`config.mk`:
```
export PLATFORM = sky130hd
export DESIGN_NAME = wts_ram
export DESIGN_NICKNAME = d
export VERILOG_FILES = /design/src/wavetable_sound_chip_defines.svh /design/src/wts_ram.sv
export SDC_FILE = /design/constraint.sdc
export NUM_CORES = 2
export LEC_CHECK = 0
export BUFFER_PORTS_ARGS = -buffer_cell sky130_fd_sc_hd__buf_2
export CORE_MARGIN = 1
export CORE_UTILIZATION = 57
export DETAILED_ROUTE_END_ITERATION = 6
export PLACE_DENSITY = 0.84
export SLEW_MARGIN = 40
export SYNTH_ARGS = -nofsm -noshare
export SYNTH_HDL_FRONTEND = slang
export SYNTH_SLANG_ARGS = --single-unit
```
`constraint.sdc`:
```
create_clock -name clk -period 2.1 [get_ports clk]
set_input_delay 0.21 -clock clk [delete_from_list [all_inputs] [get_ports clk]]
set_output_delay 0.21 -clock clk [all_outputs]
set_load 0.05 [all_outputs]
```
`src/wavetable_sound_chip_defines.svh`:
```
// ----------------------------------------------------------------------------
// Wavetable sound chip assertion macros
// Shared concurrent assertion forms, clocked on clk and quiet during reset.
// ----------------------------------------------------------------------------
`ifndef WAVETABLE_SOUND_CHIP_DEFINES_SVH
`define WAVETABLE_SOUND_CHIP_DEFINES_SVH

// Consequent checked in the same cycle as the antecedent.
`define WTS_ASSERT_SAME(lbl, ante, cons, msg) \
  lbl: assert property (@(posedge clk) disable iff (!rst_n) (ante) |-> (cons)) \
    else $error(msg);

// Consequent checked in the cycle after the antecedent.
`define WTS_ASSERT_NEXT(lbl, ante, cons, msg) \
  lbl: assert property (@(posedge clk) disable iff (!rst_n) (ante) |=> (cons)) \
    else $error(msg);

`endif

```
`src/wts_ram.sv`:
```
// ----------------------------------------------------------------------------
// Generic RAM
// One write port, one read port, read data registered.
// ----------------------------------------------------------------------------
`default_nettype none

module wts_ram #(
  parameter int WIDTH = 8,
  parameter int DEPTH = 256
) (
  input  wire logic                     clk,
  input  wire logic                     we,
  input  wire logic [$clog2(DEPTH)-1:0] waddr,
  input  wire logic [WIDTH-1:0]         wdata,
  input  wire logic                     re,
  input  wire logic [$clog2(DEPTH)-1:0] raddr,
  output logic      [WIDTH-1:0]         rdata
);

  logic [WIDTH-1:0] mem [DEPTH];

  always_ff @(posedge clk) begin
    if (we) begin
      mem[waddr] <= wdata;
    end
    if (re) begin
      rdata <= mem[raddr];
    end
  end

endmodule

`default_nettype wire

```
---- Word level (Yosys, flattened, before mapping) ----
Memories as Yosys holds them, arrays and structs flattened. A register that Yosys moved wholly into a read port is not among the register bits.
Index checks and enable logic that the tools add are counted.
operators by class
  muxes and demuxes ....................... 2
operator list
  kind     number
  $mux W1  2
word-level totals
  flip-flop bits (word level) ............. 0
  bits in writable memories ............... 2,048
  input bits .............................. 27
  output and inout bits ................... 8
  logic and storage cells ................. 3
  memories ................................ 1
memories
  name  depth  bits a word  rd ports  clocked after Yosys merged registers in  write ports  RTL line       source
  mem   256    8            1         1                                        1            wts_ram.sv:20  logic [WIDTH-1:0] mem [DEPTH];

---- Longest topological paths before layout ----
  depth after elaboration ................. 2
  gate-level depth with buffers ........... 11
  gate-level depth less buffers ........... 6

---- Least setup slack after synthesis ----
No wires, ideal clock.
  path type ............................... input-to-reg
  start ................................... input port raddr[0]
  end ..................................... register rdata[2] (read register of mem), data pin
  setup time .............................. 0.269 ns
  arrival ................................. 2.017 ns
  required time ........................... 1.831 ns
  path slack .............................. -0.186 ns
  stages on the path ...................... 9
  path buffers ............................ 4
  path through ............................ buf_6 -> buf_12 -> buf_8 -> buf_2 -> mux4_2 -> a22oi_1 -> a21oi_1 -> nor4_1 -> nor4_2
RTL lines
  element          RTL line       source
  start, declared  wts_ram.sv:16  input wire logic [$clog2(DEPTH)-1:0] raddr,
  end, declared    wts_ram.sv:17  output logic [WIDTH-1:0] rdata

==> impl_results.html <==
<table>
<tr><th>Metric</th><th>Value</th></tr>
<tr><th colspan="2">CTS</th></tr>
<tr><td>Cell at the root of the clock tree</td><td>clkbuf_16</td></tr>
<tr><td>TritonCTS buffer count</td><td>189</td></tr>
<tr><td>TritonCTS clock tree</td><td>built</td></tr>
<tr><td>Total number of clock tree sinks</td><td>2,056</td></tr>
<tr><td>Clock Latency Late Sink</td><td>0.87 ns</td></tr>
<tr><td>CTS clock-pin slew for the worst setup and hold paths</td><td>0.07 ns</td></tr>
<tr><td>Clock Path Buffers</td><td>3</td></tr>
<tr><td>Setup Buffers After CTS</td><td>0</td></tr>
<tr><td>Maximum level of the CTS H-tree</td><td>4</td></tr>
<tr><th colspan="2">Yosys</th></tr>
<tr><td>Number of enable-type register cells in the synthesized netlist</td><td>2,056</td></tr>
<tr><td>Largest family of logic cells by synthesized area</td><td>multiplexers</td></tr>
<tr><td>Share of the synthesized area in compound gates (AO/OA/AOI/OAI)</td><td>0.03416</td></tr>
<tr><td>Synth area leader</td><td>edfxtp_1</td></tr>
<tr><td>Post-synthesis share of cell area spent on full adders, half adders and majority gates</td><td>0</td></tr>
<tr><td>Sequential area share after synthesis</td><td>0.7753</td></tr>
<tr><td>Post-synthesis share of cell area spent on xor and xnor gates</td><td>0</td></tr>
<tr><td>Multiplexer share of the synthesized area</td><td>0.1460</td></tr>
<tr><td>Top-area cell type share of the netlist area</td><td>0.7753</td></tr>
<tr><td>Seq cells post-synth</td><td>2,056</td></tr>
<tr><td>Cells taking the most area after synthesis</td><td>edfxtp_1 (78%), mux4_2 (13%), mux2i_1 (1.7%)</td></tr>
<tr><td>Post-synthesis instance total</td><td>3,733</td></tr>
<tr><td>Average instance area after synthesis</td><td>21.33 µm²</td></tr>
<tr><td>Synth async-reset ratio</td><td>0</td></tr>
<tr><td>Net count of the mapped netlist</td><td>3,760</td></tr>
<tr><td>Dominant synthesized flop cell</td><td>edfxtp_1</td></tr>
<tr><td>Area of the mapped netlist</td><td>0.07964 mm²</td></tr>
<tr><td>Post-synthesis cell type count</td><td>54</td></tr>
<tr><td>Syn. warnings</td><td>0</td></tr>
<tr><td>Area fraction in and, or, nand and nor cells after synthesis</td><td>0.02625</td></tr>
<tr><th colspan="2">Power and ir drop</th></tr>
<tr><td>Switching share of total power</td><td>0.2228</td></tr>
<tr><td>Clk network pwr share</td><td>0.408</td></tr>
<tr><td>Static leakage</td><td>30.32 nW</td></tr>
<tr><td>Reported net switching power</td><td>18.95 mW</td></tr>
<tr><td>Internal power contribution</td><td>66.10 mW</td></tr>
<tr><td>Largest vdd supply drop</td><td>0.9052 mV</td></tr>
<tr><td>Power per cell area</td><td>909.3 mW/mm²</td></tr>
<tr><td>Power, Total</td><td>85.05 mW</td></tr>
<tr><td>Combinational share of power</td><td>0.059</td></tr>
<tr><td>Portion of total power attributed to sequential cells</td><td>0.533</td></tr>
<tr><th colspan="2">Die</th></tr>
<tr><td>CORE AREA</td><td>0.1380 mm²</td></tr>
<tr><td>Initial Util</td><td>0.5771</td></tr>
<tr><td>Y dimension of the die</td><td>375.8 µm</td></tr>
<tr><td>Area of the die</td><td>0.1412 mm²</td></tr>
<tr><td>Site Rows</td><td>136</td></tr>
<tr><td>Horizontal die dimension</td><td>375.8 µm</td></tr>
<tr><td>Ports placed on the boundary</td><td>35</td></tr>
<tr><th colspan="2">Timing</th></tr>
<tr><td>Worst Skew</td><td>0.03897 ns</td></tr>
<tr><td>Setup repair after global routing missed its margin</td><td>true</td></tr>
<tr><td>Endpoints failing setup</td><td>8</td></tr>
<tr><td>Worst Hold Slack</td><td>0.07983 ns</td></tr>
<tr><td>Final-report hold violation count</td><td>0</td></tr>
<tr><td>Highest clock rate</td><td>388.9 MHz</td></tr>
<tr><td>Worst rel slew slack</td><td>0.4560</td></tr>
<tr><td>Number of max-slew violations in the final report</td><td>0</td></tr>
<tr><td>Slew at the pin closest to its max-slew limit</td><td>0.8159 ns</td></tr>
<tr><td>Final WS setup</td><td>-0.4711 ns</td></tr>
<tr><td>Final Cycle Share</td><td>1.224</td></tr>
<tr><td>Minimum clock period</td><td>2.571 ns</td></tr>
<tr><td>Setup TNS</td><td>-3.066 ns</td></tr>
<tr><th colspan="2">Route</th></tr>
<tr><td>Routed len/inst</td><td>34.88 µm</td></tr>
<tr><td>Overall routed net length</td><td>224.5 mm</td></tr>
<tr><td>DRT Pass-1 Iters</td><td>7</td></tr>
<tr><td>DRC violation count after routing</td><td>1</td></tr>
<tr><td>Post-DR vias/cell</td><td>7.010</td></tr>
<tr><td>Iteration-0 DRC count of the detailed router</td><td>8,354</td></tr>
<tr><td>Final antenna-violating net count</td><td>0</td></tr>
<tr><td>Count of vias placed by the detailed router</td><td>45,110</td></tr>
<tr><th colspan="2">Setup path</th></tr>
<tr><td>Kind of critical path</td><td>reg2reg</td></tr>
<tr><td>Max FO, Critical Path</td><td>1</td></tr>
<tr><td>Crit end category</td><td>flop</td></tr>
<tr><td>Arrival time at the worst endpoint</td><td>3.14 ns</td></tr>
<tr><td>Origin of the critical flop-to-flop path</td><td>mem[100][2]</td></tr>
<tr><td>Capture point of the worst reg-to-reg path</td><td>rdata[2]</td></tr>
<tr><td>Startpoint type of the worst setup path</td><td>flop</td></tr>
<tr><td>Slack of the worst reg-to-reg path</td><td>-0.47 ns</td></tr>
<tr><td>Number of cells on the worst reg-to-reg path</td><td>7</td></tr>
<tr><td>Crit path required time</td><td>2.67 ns</td></tr>
<tr><th colspan="2">Global route</th></tr>
<tr><td>Vias in the first global route</td><td>45,730</td></tr>
<tr><td>Maximum number of pins on one net before global-route repair</td><td>109</td></tr>
<tr><td>Global-route wire length before repair</td><td>319.6 mm</td></tr>
<tr><td>GR Util All Layers</td><td>0.3186</td></tr>
<tr><td>Grt ovf</td><td>0</td></tr>
<tr><td>Initial antenna violation count</td><td>13</td></tr>
<tr><th colspan="2">Finish</th></tr>
<tr><td>Fin nets</td><td>4,439</td></tr>
<tr><td>Fill cell instance count of the final layout</td><td>7,650</td></tr>
<tr><td>Final design utilization</td><td>0.6777</td></tr>
<tr><td>Area growth syn-to-layout</td><td>17.45%</td></tr>
<tr><td>Layout cells sized above 1</td><td>0.3300</td></tr>
<tr><td>Post-route cell area</td><td>0.09353 mm²</td></tr>
<tr><th colspan="2">Flow run</th></tr>
<tr><td>Count of maximum capacitance violations</td><td>0</td></tr>
<tr><th colspan="2">Placed design</th></tr>
<tr><td>HPWL after DPL</td><td>130.8 mm</td></tr>
<tr><td>Port-buffer cells</td><td>34</td></tr>
<tr><td>Placed Area</td><td>0.08689 mm²</td></tr>
<tr><td>Final estimated routing congestion in global placement</td><td>0.9288</td></tr>
<tr><th colspan="2">Min path</th></tr>
<tr><td>Destination of the worst hold path</td><td>mem[66][1]</td></tr>
<tr><td>Number of cells on the worst hold path</td><td>1</td></tr>
<tr><td>Kind of path behind the tightest hold check</td><td>in2reg</td></tr>
<tr><td>Origin of the worst min-delay path</td><td>wdata[1]</td></tr>
<tr><th colspan="2">Outcome</th></tr>
<tr><td>Run status</td><td>finished, violations left</td></tr>
<tr><td>Violated checks</td><td>DRC, setup timing</td></tr>
</table>
[layout by cell type (no fill, tap or decap), drive strengths merged, types with 9 or more instances in the layout]
cell    synthesis  layout
o21ai          12      12
a211oi         16      16
o221ai         47      47
nor2          282     282
edfxtp       2056    2056
clkbuf        111     230
nand3          34      34
a21oi          96      96
o22ai          28      28
bufinv          0      18
a22oi         133     133
nor4           27      27
mux2i         134     134
nor2b          31      31
nor3           22      22
clkinv          1      89
buf           122     705
a221oi         14      14
o211ai         10      10
nand2          33      33
mux4          456     456
nand4          10      10
inv             1      10
diode           0       9
[cells by family after synthesis]
family	Yosys count
mux	591
simple gates	466
buf+inv	235
compound gates	385
flops	2056
[cells in the mapped netlist, types with 21 or more instances]
master,count
mux2i_1,134
edfxtp_1,2056
o221ai_1,46
a21oi_1,96
a22oi_1,133
nor3_1,22
nand2_1,33
o22ai_1,28
clkbuf_1,111
nor2b_1,31
nor2_1,282
buf_1,22
nor4_1,24
nand3_1,34
buf_4,27
mux4_2,454
buf_2,31
buf_6,21
[through the flow]
step | cells | worst slack [ns]
floorplan | 3733 | -0.06740
global placement | 6079 | -1.341
detailed placement | 6079 | -1.330
CTS | 6428 | -0.4199
global route | 6428 | -0.4598
finish | 6435 | -0.4711
[worst max-delay path by stage]
stage / from / to / slack (ns)
after floorplan: raddr[0] / rdata[0] / -0.07
after global placement: raddr[0] / rdata[6] / -1.34
after detailed placement: raddr[0] / rdata[3] / -1.33
after CTS: mem[83][7] / rdata[7] / -0.42
after global routing: mem[67][7] / rdata[7] / -0.46
final: mem[100][2] / rdata[2] / -0.47
[worst max-delay path, stage by stage, from the launching register on]
cell      delay [ns]
edfxtp_1        0.46
mux4_2          0.52
nor2b_1         0.16
a211oi_1        0.32
nor3_1          0.15
nor4_4          0.42
buf_4           0.21
nor4_2          0.04
[final cells by class]
class	instances	area (µm²)	area share
clock inverter	120	1299	0.01389
clock buffer	222	4853	0.05189
timing repair buffer	721	6347	0.06786
multi-input combinational	1442	16930	0.1810
tap	1863	2331	0.02492
inverter	2	7.507	0.00008026
antenna	9	22.52	0.0002408
sequential	2056	61740	0.6601
[per-layer routing]
layer  share of wire  GRT usage  vias to the layer above
li1                -          -                    17030
met1            0.31     0.3914                    22590
met2            0.48     0.5140                     4480
met3            0.15    0.09772                     1004
met4           0.064     0.1621                       10
met5         0.00033          0                        -
[power by group through the flow]
| stage | Clock (mW) | Combinational (mW) | Sequential, mW |
|---|---|---|---|
| 2_1_floorplan | 0 | 2.27 | 46.2 |
| 3_3_place_gp | 0 | 4.46 | 46.2 |
| 3_5_place_dp | 0 | 4.63 | 46.2 |
| 4_1_cts | 34.6 | 4.82 | 45.3 |
| 5_1_grt | 36.1 | 5.14 | 45.3 |
| 6_report | 34.7 | 5.05 | 45.3 |
[state kept, by name, summed over array words and instances (netlist names)]
name	cells
rdata	8
mem	2048
[repair_timing]
item / 4_1_cts / 5_1_grt
pin swaps: 15 / 16
resized for setup: 41 / 29
setup endpoints to repair: 8 / 9
hold buffers: 8 / 0
endpoints found under the hold margin: 339 / 0
No activity file was read; power rests on OpenSTA's default activity.
