File: src/wavetable_sound_chip_defines.svh
// ----------------------------------------------------------------------------
// Wavetable sound chip assertion macros
// Shared concurrent assertion forms, clocked on clk and quiet during reset.
// ----------------------------------------------------------------------------
`ifndef WAVETABLE_SOUND_CHIP_DEFINES_SVH
`define WAVETABLE_SOUND_CHIP_DEFINES_SVH

// Consequent checked in the same cycle as the antecedent.
`define WTS_ASSERT_SAME(lbl, ante, cons, msg) \
  lbl: assert property (@(posedge clk) disable iff (!rst_n) (ante) |-> (cons)) \
    else $error(msg);

// Consequent checked in the cycle after the antecedent.
`define WTS_ASSERT_NEXT(lbl, ante, cons, msg) \
  lbl: assert property (@(posedge clk) disable iff (!rst_n) (ante) |=> (cons)) \
    else $error(msg);

`endif

File: src/wts_pkg.sv
// ----------------------------------------------------------------------------
// Wavetable sound chip package
// Sizes, request and register codes, the oscillator record and helpers.
// ----------------------------------------------------------------------------
`default_nettype none

package wts_pkg;

  localparam int RAM_DEPTH = 65536;
  localparam int NUM_OSC   = 32;
  localparam int SRAM_AW   = $clog2(RAM_DEPTH);
  localparam int OSC_AW    = $clog2(NUM_OSC);

  // request codes
  localparam logic [2:0] REQ_MODE   = 3'd0;
  localparam logic [2:0] REQ_PTR_LO = 3'd1;
  localparam logic [2:0] REQ_PTR_HI = 3'd2;
  localparam logic [2:0] REQ_WRITE  = 3'd3;
  localparam logic [2:0] REQ_READ   = 3'd4;
  localparam logic [2:0] REQ_SCAN   = 3'd5;

  // register page groups (pointer bits 7..5)
  localparam logic [2:0] GRP_FREQ_LO = 3'd0;
  localparam logic [2:0] GRP_FREQ_HI = 3'd1;
  localparam logic [2:0] GRP_VOLUME  = 3'd2;
  localparam logic [2:0] GRP_LAST    = 3'd3;
  localparam logic [2:0] GRP_BASE    = 3'd4;
  localparam logic [2:0] GRP_CONTROL = 3'd5;
  localparam logic [2:0] GRP_SIZE    = 3'd6;
  localparam logic [2:0] GRP_GLOBAL  = 3'd7;

  localparam logic [7:0] REG_IRQ_CLAIM = 8'hE0;
  localparam logic [7:0] REG_ENABLE    = 8'hE1;

  // window mode bits
  localparam int WM_RAM  = 6;
  localparam int WM_INCR = 5;

  // oscillator control bits and modes
  localparam int CTL_HALT   = 0;
  localparam int CTL_IRQ_EN = 3;
  localparam logic [1:0] MODE_FREE    = 2'd0;
  localparam logic [1:0] MODE_ONESHOT = 2'd1;
  localparam logic [1:0] MODE_SYNC    = 2'd2;
  localparam logic [1:0] MODE_SWAP    = 2'd3;

  typedef struct packed {
    logic [15:0] freq;
    logic [7:0]  vol;
    logic [16:0] base;
    logic [7:0]  ctl;
    logic [2:0]  size;
    logic [2:0]  res;
    logic [31:0] phase;
    logic [7:0]  last;
  } osc_rec_t;

  localparam int OSC_W = $bits(osc_rec_t);

  typedef struct packed {
    logic [16:0] addr;
    logic        pos_end;
    logic [31:0] span;
  } wts_calc_t;

  function automatic logic [SRAM_AW-1:0] snd_addr(input logic [16:0] a);
    snd_addr = a[SRAM_AW-1:0];
  endfunction

endpackage

`default_nettype wire

File: src/wts_addr_gen.sv
// ----------------------------------------------------------------------------
// Wavetable address generator
// Table position, sound RAM address, end-of-table flag and loop span.
// ----------------------------------------------------------------------------
`default_nettype none

module wts_addr_gen (
  input  wire wts_pkg::osc_rec_t rec,
  output wts_pkg::wts_calc_t     calc
);

  import wts_pkg::*;

  logic [4:0]  sh;
  logic [15:0] lenm1;
  logic [31:0] pos;
  logic [15:0] off;
  logic [16:0] start;

  assign sh    = 5'd9 + {2'b00, rec.res} - {2'b00, rec.size};
  assign lenm1 = (16'd256 << rec.size) - 16'd1;
  assign pos   = rec.phase >> sh;
  assign off   = pos[15:0] & lenm1;
  assign start = rec.base & ~{1'b0, lenm1};

  assign calc.addr    = start + {1'b0, off};
  assign calc.pos_end = pos >= {16'h0000, lenm1};
  assign calc.span    = {16'h0000, lenm1} << sh;

endmodule

`default_nettype wire

File: config.mk
export PLATFORM = sky130hd
export DESIGN_NAME = wts_addr_gen
export DESIGN_NICKNAME = d
export VERILOG_FILES = /design/src/wavetable_sound_chip_defines.svh /design/src/wts_pkg.sv /design/src/wts_addr_gen.sv
export SDC_FILE = /design/constraint.sdc
export NUM_CORES = 1
export LEC_CHECK = 0
export ABC_AREA = 1
export BUFFER_PORTS_ARGS = -buffer_cell sky130_fd_sc_hd__clkbuf_2
export CORE_MARGIN = 2
export CORE_UTILIZATION = 51
export DETAILED_ROUTE_END_ITERATION = 12
export PLACE_DENSITY = 0.82
export SLEW_MARGIN = 30
export SYNTH_ARGS = -nofsm -noshare
export SYNTH_HDL_FRONTEND = slang
export SYNTH_SLANG_ARGS = --single-unit
File: constraint.sdc
create_clock -name vclk -period 5.25
set_input_delay 0.7875 -clock vclk [all_inputs]
set_output_delay 0.7875 -clock vclk [all_outputs]
set_load 0.01 [all_outputs]
# Word-level counts from Yosys, hierarchy flattened
# Cells that the tools add are included.
[totals]
ff_bits = 0
input_bits = 95
out_inout_bits = 50
word_cells = 11
[classes]
add_sub_neg = 4
order_cmp = 1
n_shift = 3
bitwise = 3
[op_table]
columns = ["op", "n"]
rows = [
  ["$ge A32 B16 Y1", 1],
  ["$shl A16 B5 Y32", 1],
  ["$shr A32 B5 Y32", 1],
  ["$add A17 B16 Y17", 1],
  ["$and A17 B17 Y17", 1],
  ["$not A16 Y17", 1],
  ["$and A16 B16 Y16", 1],
  ["$shl A9 B3 Y16 const A", 1],
  ["$sub A16 B1 Y16 const B", 1],
  ["$add A4 B3 Y5 const A", 1],
  ["$sub A5 B3 Y5", 1],
]

# Logic depth before layout (Yosys ltp)
# Gate-level depths: netlist of the first run.
[depth]
ltp_word = 5
mapped_depth = 28
ltp_nobuf = 27

# Worst setup path before layout of the first run
# No wires, ideal clock.
[synth_path]
path_type = "in2out"
start = "input port rec[45] in the netlist's numbering"
end = "output port calc[49] in the netlist's numbering"
arrival_time_ns = 4.258
required_ns = 4.463
setup_slack_ns = 0.205
cell_stages = 26
path_buffers = 2
cell_sequence = "clkbuf_2 inv_2 ha_1 inv_1 fa_1 nand2_1 nand2_2 nor2_1 buf_4 inv_2 a21oi_1 a311oi_1 ha_1 ha_1 fa_1 nand3_1 nand3_1 nand2_1 nand2_1 nand2_1 a21boi_0 nor2_1 nor2_1 nor2_1 nand2_1 nand2_1"
[synth_rtl]
columns = ["element", "line_no", "text"]
rows = [
  ["start: declaration", "wts_addr_gen.sv:8", "input wire wts_pkg::osc_rec_t rec,"],
  ["end: declaration", "wts_addr_gen.sv:9", "output wts_pkg::wts_calc_t calc"],
]

==> results of run 1 <==
## Yosys cell counts, drive strengths merged
cell	instances	area, um^2
a211oi	2	15.01
a21boi	1	7.510
a21oi	24	131.4
a22o	1	8.760
a311oi	2	17.52
a31o	1	8.760
a31oi	4	25.02
and2	1	6.260
buf	31	225.2
clkbuf	6	23.77
conb	2	7.510
fa	2	40.04
ha	30	375.4
inv	71	271.5
nand2	267	1015
nand3	106	555.5
nand4	2	12.51
nor2	69	286.5
nor3	2	15.01
o211ai	1	7.510
o21ai	30	150.2
o21bai	4	30.03
o221ai	4	35.03
o22ai	4	25.02
o31ai	1	7.510
o32ai	2	17.52
xor2	5	43.79
## routing by layer
metal	global-route usage	wire, um
met1	0.4428	5374
met2	0.6200	6223
met3	0.03599	1294
met4	0.1227	621
met5	0	0
## per-stage QoR
stage / TNS [ps] / hold slack [ps] / instances
3_3_place_gp: -134.4 / 1872 / 862
5_1_grt: -141.0 / 1900 / 886
3_5_place_dp: -317.7 / 1890 / 862
2_1_floorplan: 0 / 1697 / 675
6_report: 0 / 1883 / 886
4_1_cts: -4.532 / 1892 / 877
## cell usage in the layout (no fill, tap or decap), types with 2 or more instances in the layout
cell                       Yosys  routed
sky130_fd_sc_hd__nor2_4        2       2
sky130_fd_sc_hd__o22ai_1       4       3
sky130_fd_sc_hd__buf_4         8      69
sky130_fd_sc_hd__nand2_1     262     257
sky130_fd_sc_hd__conb_1        2       2
sky130_fd_sc_hd__nor2_2        5       8
sky130_fd_sc_hd__xor2_1        5       5
sky130_fd_sc_hd__nand3_1     101      93
sky130_fd_sc_hd__a211oi_2      0       2
sky130_fd_sc_hd__o32ai_1       2       2
sky130_fd_sc_hd__clkbuf_2      1      93
sky130_fd_sc_hd__a21oi_2       0       4
sky130_fd_sc_hd__buf_2        15       3
sky130_fd_sc_hd__a31oi_1       4       2
sky130_fd_sc_hd__a21oi_1      23      19
sky130_fd_sc_hd__inv_2         9      10
sky130_fd_sc_hd__nand4_1       2       2
sky130_fd_sc_hd__fa_2          0       2
sky130_fd_sc_hd__o21bai_1      4       4
sky130_fd_sc_hd__ha_1         30      20
sky130_fd_sc_hd__o221ai_1      4       4
sky130_fd_sc_hd__inv_4         2       3
sky130_fd_sc_hd__buf_12        0       2
sky130_fd_sc_hd__nor2_1       62      59
sky130_fd_sc_hd__inv_1        60      57
sky130_fd_sc_hd__o21ai_1      12      13
sky130_fd_sc_hd__nand3_2       5      11
sky130_fd_sc_hd__ha_2          0       4
sky130_fd_sc_hd__nand2_2       5       9
sky130_fd_sc_hd__ha_4          0       6
sky130_fd_sc_hd__nand3_4       0       2
sky130_fd_sc_hd__o21ai_0      18      17
sky130_fd_sc_hd__buf_6         8       3
## cells by family after synthesis
family                     share of synthesized area
AOI/OAI and AO/OA                             0.1447
xor gates and xnor gates                     0.01302
adders and majority gates                     0.1235
buffers and inverters                         0.1547
other                                       0.002232
and+or+nand+nor                               0.5619
## where the power goes
group          leakage (nW)  switching (W)  internal [W]
clock                     0              0             0
combinational          2.66       0.000676      0.000456
sequential                0              0             0
total                  2.66       0.000676      0.000456
## worst max-delay path: cells and delay by family
kind                     cells  cell delay [ps]
AO/OA/AOI/OAI                2              390
buffers and inverters        8              960
adder cells (fa/ha/maj)      5             1350
AND/OR/NAND/NOR             11              940
## what timing repair did
item / in CTS / in global routing
hold buffers: 0 / 0
setup endpoints to repair: 4 / 5
pin swaps: 13 / 26
buffers inserted: 15 / 10
gates resized for setup: 22 / 43
gates cloned: 1 / 0
## final timing paths
path              slack, ps  depth (start not counted)    start  endpoint
hold / removal         1880                          4  rec[70]  calc[49]
setup / recovery         40                         26  rec[41]  calc[49]
## cell type report
cell class,count,area [um^2],share of cell area
timing repair buffer,171,1105,0.2410
tap,77,96.34,0.02102
multi-input combinational,567,3097,0.6755
inverter,71,286.5,0.06250
==> summary.json, run 1 <==
{
  "die_area_um2": 7262,
  "postPlaceCellArea_um2": 4098,
  "rows": 29,
  "hold_viol_final": 0,
  "layout.core_utilization": 0.7220,
  "seq_area_um2": 0,
  "n_antenna_cell": 0,
  "run_status": "completed",
  "final.clkbuf_count": 0,
  "drt-vias-per-instance": 5.714,
  "grt_max_degree": 37,
  "pins_over_their_slew_limit": 0,
  "max-vdd-ir-drop_mv": 0.1658,
  "drt-total-wl_um": 13510,
  "grt_antenna_before_repair": 0,
  "leakagePower_nw": 2.658,
  "drtAntennaViolNets": 0,
  "final_design_area_no_fill_um2": 4584,
  "drive_above_1_share": 0.3028,
  "postSynthNetCount": 802,
  "per_cell_routed_wire_length_um": 15.25,
  "slowest_delay_ps": 610,
  "globalRouteOverflowTotal": 0,
  "floorplan.io_pins": 145,
  "detail_route.first_pass.iterations": 8,
  "grt_first_pass_wirelength_um": 20960,
  "setup.worst_path.end_class": "primary output",
  "via_count": 5063,
  "drc": 0,
  "global_route_total_usage_across_every_layer": 0.3518,
  "syn_to_final_growth_pct": 36.26,
  "synth_sequential_area_ratio": 0,
  "first_global_vias": 4530,
  "timing.final.ws_setup_ps": 42.62,
  "finalCriticalPeriod_ps": 5207,
  "worst_hold_path_type": "input port to primary output",
  "violation_count_after_the_first_detailed_routing_iteration": 519,
  "path_class": "input port to primary output",
  "globalplace.congestion": 0.9932,
  "maxClockFrequency_mhz": 192.0,
  "mappedNetlistArea_um2": 3364,
  "synth_area_per_cell_um2": 4.984,
  "crit_path_top_delay_cell": "sky130_fd_sc_hd__fa_2",
  "timing.max_cap.violations": 0,
  "port-buffer-count": 97,
  "syn_inst": 675,
  "crit_required_ps": 4460,
  "die_w_um": 85.22,
  "cpMostUsedCell": "sky130_fd_sc_hd__nand2_1",
  "finalPower_w": 0.001132,
  "yosysWarnings": 0,
  "setup_violations": 0,
  "effective_utilization_at_floorplan": 0.5299,
  "fillers": 587,
  "critical_path_peak_fanout": 6,
  "synth_cell_types": 39,
  "core_area_um2": 6350,
  "place_hpwl_um": 10320,
  "fin_nets": 938,
  "dp_worst_setup_slack_ps": -205.7,
  "final_min_period_over_clock_period": 0.9919,
  "unrepaired_setup_endpoints_after_global_routing": "true",
  "pwr_density_cell_nw_per_um2": 247.0,
  "startpoint_class_of_the_critical_path": "input port",
  "seq_cells": 0,
  "arrival_ps": 4420,
  "die_h_um": 85.22
}
Note: power is estimated with default switching activity, not from simulation.
==> run 2: changes to the inputs <==
- PLACE_DENSITY: 0.82 -> not set
- PLACE_DENSITY_LB_ADDON: not set -> 0.2
==> run 2 against run 1 <==
  * Largest cell class unchanged
  * Total power is 3.2% lower
  * Non-clock buffer count is 8 lower
  * Critical path depth is 2 higher
  * Via count is 1.0% lower
  * Largest power group unchanged
  * Die area stayed put
  * Core utilization is 0.67 points lower
  * Routed wire length is 3.9% lower
  * Combinational power hardly changed
  * Cell count is 0.90% lower
==> summary.json, run 2 (same netlist as run 1, synthesis figures left out) <==
{
  "run_status": "completed",
  "power_switching_share": 0.6037,
  "setup_violations": 0,
  "internal_power_w": 0.0004345,
  "max-vdd-ir-drop_mv": 0.1424,
  "path_class": "input port to primary output",
  "detail_route.first_pass.iterations": 7,
  "clockPowerShare": 0,
  "gr-max-usage-layer": "met2",
  "drc": 0,
  "drtAntennaViolNets": 0,
  "place_hpwl_um": 10330,
  "leakagePower_nw": 2.608,
  "drt-vias-per-instance": 5.708,
  "fin_nets": 930,
  "core_area_um2": 6350,
  "power.share.combinational": 1.000,
  "maxClockFrequency_mhz": 194.3,
  "cts_hold_buffers": 0,
  "grt_use_met3": 0.02724,
  "grt_max_degree": 34,
  "globalRouteOverflowTotal": 0,
  "seq_area_um2": 0,
  "arrival_ps": 4360,
  "violation_count_after_the_first_detailed_routing_iteration": 403,
  "per_cell_routed_wire_length_um": 14.78,
  "drt-total-wl_um": 12980,
  "worst_hold_path_type": "input port to primary output",
  "rows": 29,
  "die_w_um": 85.22,
  "via_count": 5012,
  "pins_over_their_slew_limit": 0,
  "grt_antenna_before_repair": 0,
  "final.clkbuf_count": 0,
  "globalplace.congestion": 0.9355,
  "global_route.usage.met1": 0.4478,
  "layout.core_utilization": 0.7153,
  "worst_hold_startpoint": "rec[70]",
  "floorplan.io_pins": 145,
  "n_antenna_cell": 0,
  "die_area_um2": 7262,
  "power.share.sequential": 0,
  "effective_utilization_at_floorplan": 0.5299,
  "hold_viol_final": 0,
  "p_sw_w": 0.0006618,
  "final_min_period_over_clock_period": 0.9801,
  "fillers": 608,
  "seq_cells": 0,
  "global_route_total_usage_across_every_layer": 0.3382,
  "setup.worst_path.end_class": "primary output",
  "layout_commonest_cell": "sky130_fd_sc_hd__nand2_1",
  "whs_path_depth": 4,
  "grt_first_pass_wirelength_um": 20490,
  "finalCriticalPeriod_ps": 5146,
  "gr-usage-met2": 0.5817,
  "worst_hold_slack_ps": 1878,
  "first_global_vias": 4476,
  "critical_path_peak_fanout": 7,
  "drive_above_1_share": 0.2984,
  "final_cell_mix": "sky130_fd_sc_hd__nand2_1 (256), sky130_fd_sc_hd__nand3_1 (94), sky130_fd_sc_hd__clkbuf_2 (94)",
  "finalSetupTns_ps": 0,
  "crit_required_ps": 4460,
  "port-buffer-count": 97,
  "pwr_density_cell_nw_per_um2": 241.4,
  "hold-path-endpoint": "calc[49]",
  "unrepaired_setup_endpoints_after_global_routing": "true",
  "timing.max_cap.violations": 0,
  "syn_to_final_growth_pct": 34.99,
  "die_h_um": 85.22,
  "startpoint_class_of_the_critical_path": "input port"
}
run 2: worst max path at each step:
stage | start | endpoint | depth (start not counted)
2_1_floorplan | rec[45] | calc[49] | 26
3_3_place_gp | rec[41] | calc[49] | 29
3_5_place_dp | rec[41] | calc[49] | 28
4_1_cts | rec[41] | calc[48] | 27
5_1_grt | rec[41] | calc[49] | 28
6_report | rec[41] | calc[49] | 28
run 2: what timing repair did:
item	in CTS	in global routing
setup endpoints to repair	2	4
pin swaps	5	24
buffers inserted	0	9
gates resized for setup	18	59
hold endpoints to repair	0	0
gates cloned	0	0
run 2: metrics by stage:
stage | total power [W] | setup slack [ps] | area [um^2] | std cells
4_1_cts | 0.0009823 | 0.2278 | 4224 | 870
3_5_place_dp | 0.0009560 | -205.8 | 4145 | 870
5_1_grt | 0.001203 | -53.95 | 4542 | 878
3_3_place_gp | 0.0009433 | -166.1 | 4145 | 870
6_report | 0.001096 | 104.3 | 4542 | 878
2_1_floorplan | 0.0006243 | 204.6 | 3364 | 675
run 2: metal layers:
layer / wire length, um / vias to the layer above
met5: 0 / -
met4: 435 / 0
met3: 1202 / 45
met2: 6157 / 302
met1: 5185 / 2239
li1: - / 2426
run 2: critical path: stages:
cell,delay (ps)
sky130_fd_sc_hd__clkbuf_2,80
sky130_fd_sc_hd__inv_2,40
sky130_fd_sc_hd__ha_4,280
sky130_fd_sc_hd__inv_4,40
sky130_fd_sc_hd__ha_4,150
sky130_fd_sc_hd__inv_2,50
sky130_fd_sc_hd__fa_2,480
sky130_fd_sc_hd__buf_6,170
sky130_fd_sc_hd__clkinv_8,70
sky130_fd_sc_hd__nand3_4,90
sky130_fd_sc_hd__nand2_4,100
sky130_fd_sc_hd__a21oi_4,60
sky130_fd_sc_hd__a311oi_4,320
sky130_fd_sc_hd__ha_2,260
sky130_fd_sc_hd__ha_4,150
sky130_fd_sc_hd__fa_2,220
sky130_fd_sc_hd__nand3_2,80
sky130_fd_sc_hd__nand3_2,80
sky130_fd_sc_hd__nand2_1,50
sky130_fd_sc_hd__nand2_1,60
sky130_fd_sc_hd__nand2_1,70
sky130_fd_sc_hd__a21boi_2,150
sky130_fd_sc_hd__nor2_1,60
sky130_fd_sc_hd__nor2_1,140
sky130_fd_sc_hd__nor2_1,70
sky130_fd_sc_hd__nand2_1,60
sky130_fd_sc_hd__nand2_1,50
sky130_fd_sc_hd__buf_2,130
run 2: power groups by stage:
stage | Clock (W) | Combinational (W) | Sequential, W
floorplan | 0 | 0.000624 | 0
finish | 0 | 0.00110 | 0
global placement | 0 | 0.000943 | 0
CTS | 0 | 0.000982 | 0
global route | 0 | 0.00120 | 0
detailed placement | 0 | 0.000956 | 0
run 2: layout make-up:
type / instances / area [um^2] / share of cell area
timing repair buffer: 163 / 1023 / 0.2253
multi-input combinational: 567 / 3138 / 0.6909
tap: 77 / 96.34 / 0.02121
inverter: 71 / 284.0 / 0.06253
==> run 3: changes to the inputs <==
- CAP_MARGIN: not set -> 15
- CORE_ASPECT_RATIO: not set -> 0.5
- CORE_UTILIZATION: 51 -> 46
- clock period: 5.25 -> 4.15 ns (I/O delays scaled with it)
==> run 3 against run 2 <==
  * The run now ends with setup timing left
  * Sequential share of layout area did not move
  * Critical path type unchanged
  * Cell area rose by 14%
  * First-iteration DRC count rose by 30%
  * Setup slack got worse by 750 ps
  * Combinational power rose by 47%
  * Via count rose by 5.3%
==> summary.json, run 3 (same netlist as run 1, synthesis figures left out) <==
{
  "drt-vias-per-instance": 5.525,
  "worst_hold_path_type": "input port to primary output",
  "final_min_period_over_clock_period": 1.157,
  "crit_path_top_delay_cell": "sky130_fd_sc_hd__fa_2",
  "first_global_vias": 4936,
  "numPlacedInstances": 937,
  "critical_path_peak_fanout": 5,
  "critical-path-top-delay-family": "adder cells",
  "run_status": "finished with violations",
  "seq_cells": 0,
  "floorplan.io_pins": 145,
  "met1Wirelength_um": 6520,
  "grt_first_pass_wirelength_um": 23770,
  "crit_required_ps": 3530,
  "worst_hold_startpoint": "rec[70]",
  "layout_commonest_cell": "sky130_fd_sc_hd__nand2_1",
  "global_route_total_usage_across_every_layer": 0.3572,
  "crit_cells": 24,
  "pins_over_their_slew_limit": 0,
  "seq_area_um2": 0,
  "max-vdd-ir-drop_mv": 0.1293,
  "grt_antenna_before_repair": 0,
  "port-buffer-count": 97,
  "failed_checks": "setup timing",
  "setup_violations": 9,
  "n_antenna_cell": 0,
  "path_class": "input port to primary output",
  "setup.worst_path.end_class": "primary output",
  "dr_wl_met3_um": 1539,
  "die_h_um": 64.48,
  "effective_utilization_at_floorplan": 0.4887,
  "fin_nets": 992,
  "syn_to_final_growth_pct": 53.37,
  "core_area_um2": 6884,
  "arrival_ps": 4180,
  "leakagePower_nw": 2.923,
  "final-instance-count-excl-fill": 955,
  "finalCriticalPeriod_ps": 4800,
  "hold_viol_final": 0,
  "finalSetupTns_ps": -3632,
  "critPathCapture": "calc[49]",
  "maxClockFrequency_mhz": 208.4,
  "detailroute.wirelength.met2_um": 6595,
  "rows": 21,
  "timing.final.ws_setup_ps": -649.6,
  "drive_above_1_share": 0.3743,
  "pwr_density_cell_nw_per_um2": 314.5,
  "violation_count_after_the_first_detailed_routing_iteration": 525,
  "critical_path.startpoint": "rec[44]",
  "via_count": 5276,
  "drtAntennaViolNets": 0,
  "place_hpwl_um": 11390,
  "cts_hold_buffers": 0,
  "final.clkbuf_count": 0,
  "timing.max_cap.violations": 0,
  "grt_max_degree": 27,
  "final_cell_mix": "sky130_fd_sc_hd__nand2_1 (246), sky130_fd_sc_hd__buf_4 (120), sky130_fd_sc_hd__nand3_1 (91)",
  "startpoint_class_of_the_critical_path": "input port",
  "drt-total-wl_um": 14890,
  "globalplace.congestion": 0.9813,
  "detail_route.first_pass.iterations": 5,
  "unrepaired_setup_endpoints_after_global_routing": "true",
  "ordered_list_of_cells_on_the_worst_path": "buf_6, ha_4, inv_4, ha_4, inv_2, fa_2, buf_12, buf_4, nand3_1, a311oi_2, buf_4, ha_4, ha_4, nand3_2, nand3_2, nand2_2, nand2_2, nand2_2, a21boi_2, nor2_1, nor2_2, o21bai_1, nand2_2, buf_2",
  "top_layer_used": "met4",
  "slowest_delay_ps": 610,
  "globalRouteOverflowTotal": 0,
  "per_cell_routed_wire_length_um": 15.59,
  "drc": 0,
  "finalPower_w": 0.001623,
  "die_w_um": 124.9,
  "critical_path.n_buffers_inverters": 7,
  "die_area_um2": 8056
}
## run 3: changes by cell type in the layout (fill, tap and decap cells not counted), sizes merged
cell and change:
clkbuf -8, buf +70, clkinv -1, clkinvlp +1
## run 3: layout make-up
cell class | instances | area [um^2]
multi-input cells | 567 | 3212
fillers | 584 | 1724
repair buffers | 225 | 1543
inverters | 71 | 290.3
well taps | 92 | 115.1
## run 3: report_power, final
group          switching (W)  internal (W)  total [W]
Sequential                 0             0          0
Clock                      0             0          0
Combinational       0.000925      0.000698    0.00162
## run 3: worst min-delay path by stage
stage / slack [ps] / depth (start not counted) / to
final: 1560 / 4 / calc[49]
after global routing: 1590 / 4 / calc[49]
after CTS: 1550 / 4 / calc[49]
after detailed placement: 1550 / 4 / calc[49]
after global placement: 1550 / 4 / calc[49]
after floorplan: 1360 / 2 / calc[49]
## run 3: repair_timing
item                                    CTS  global route
cloned                                    0             0
gates resized for setup                  44            41
pin swaps                                32            31
buffers inserted                         17             8
endpoints found under the setup margin    9             9
## run 3: metrics by stage
stage / utilization / area [um^2] / hold WS, ps / setup slack [ps]
final: 0.7495 / 5160 / 1564 / -649.6
after global routing: 0.7495 / 5160 / 1587 / -800.4
after CTS: 0.7296 / 5022 / 1551 / -532.2
after detailed placement: 0.6845 / 4712 / 1551 / -964.4
after global placement: 0.6845 / 4712 / 1550 / -862.5
after floorplan: - / 3526 / 1359 / -300.2
## run 3: metal layers
| layer | vias to the layer above | GRT usage |
|---|---|---|
| met5 | - | 0 |
| met3 | 26 | 0.04459 |
| met2 | 296 | 0.6161 |
| met4 | 0 | 0.05556 |
| met1 | 2400 | 0.4913 |
| li1 | 2554 | - |
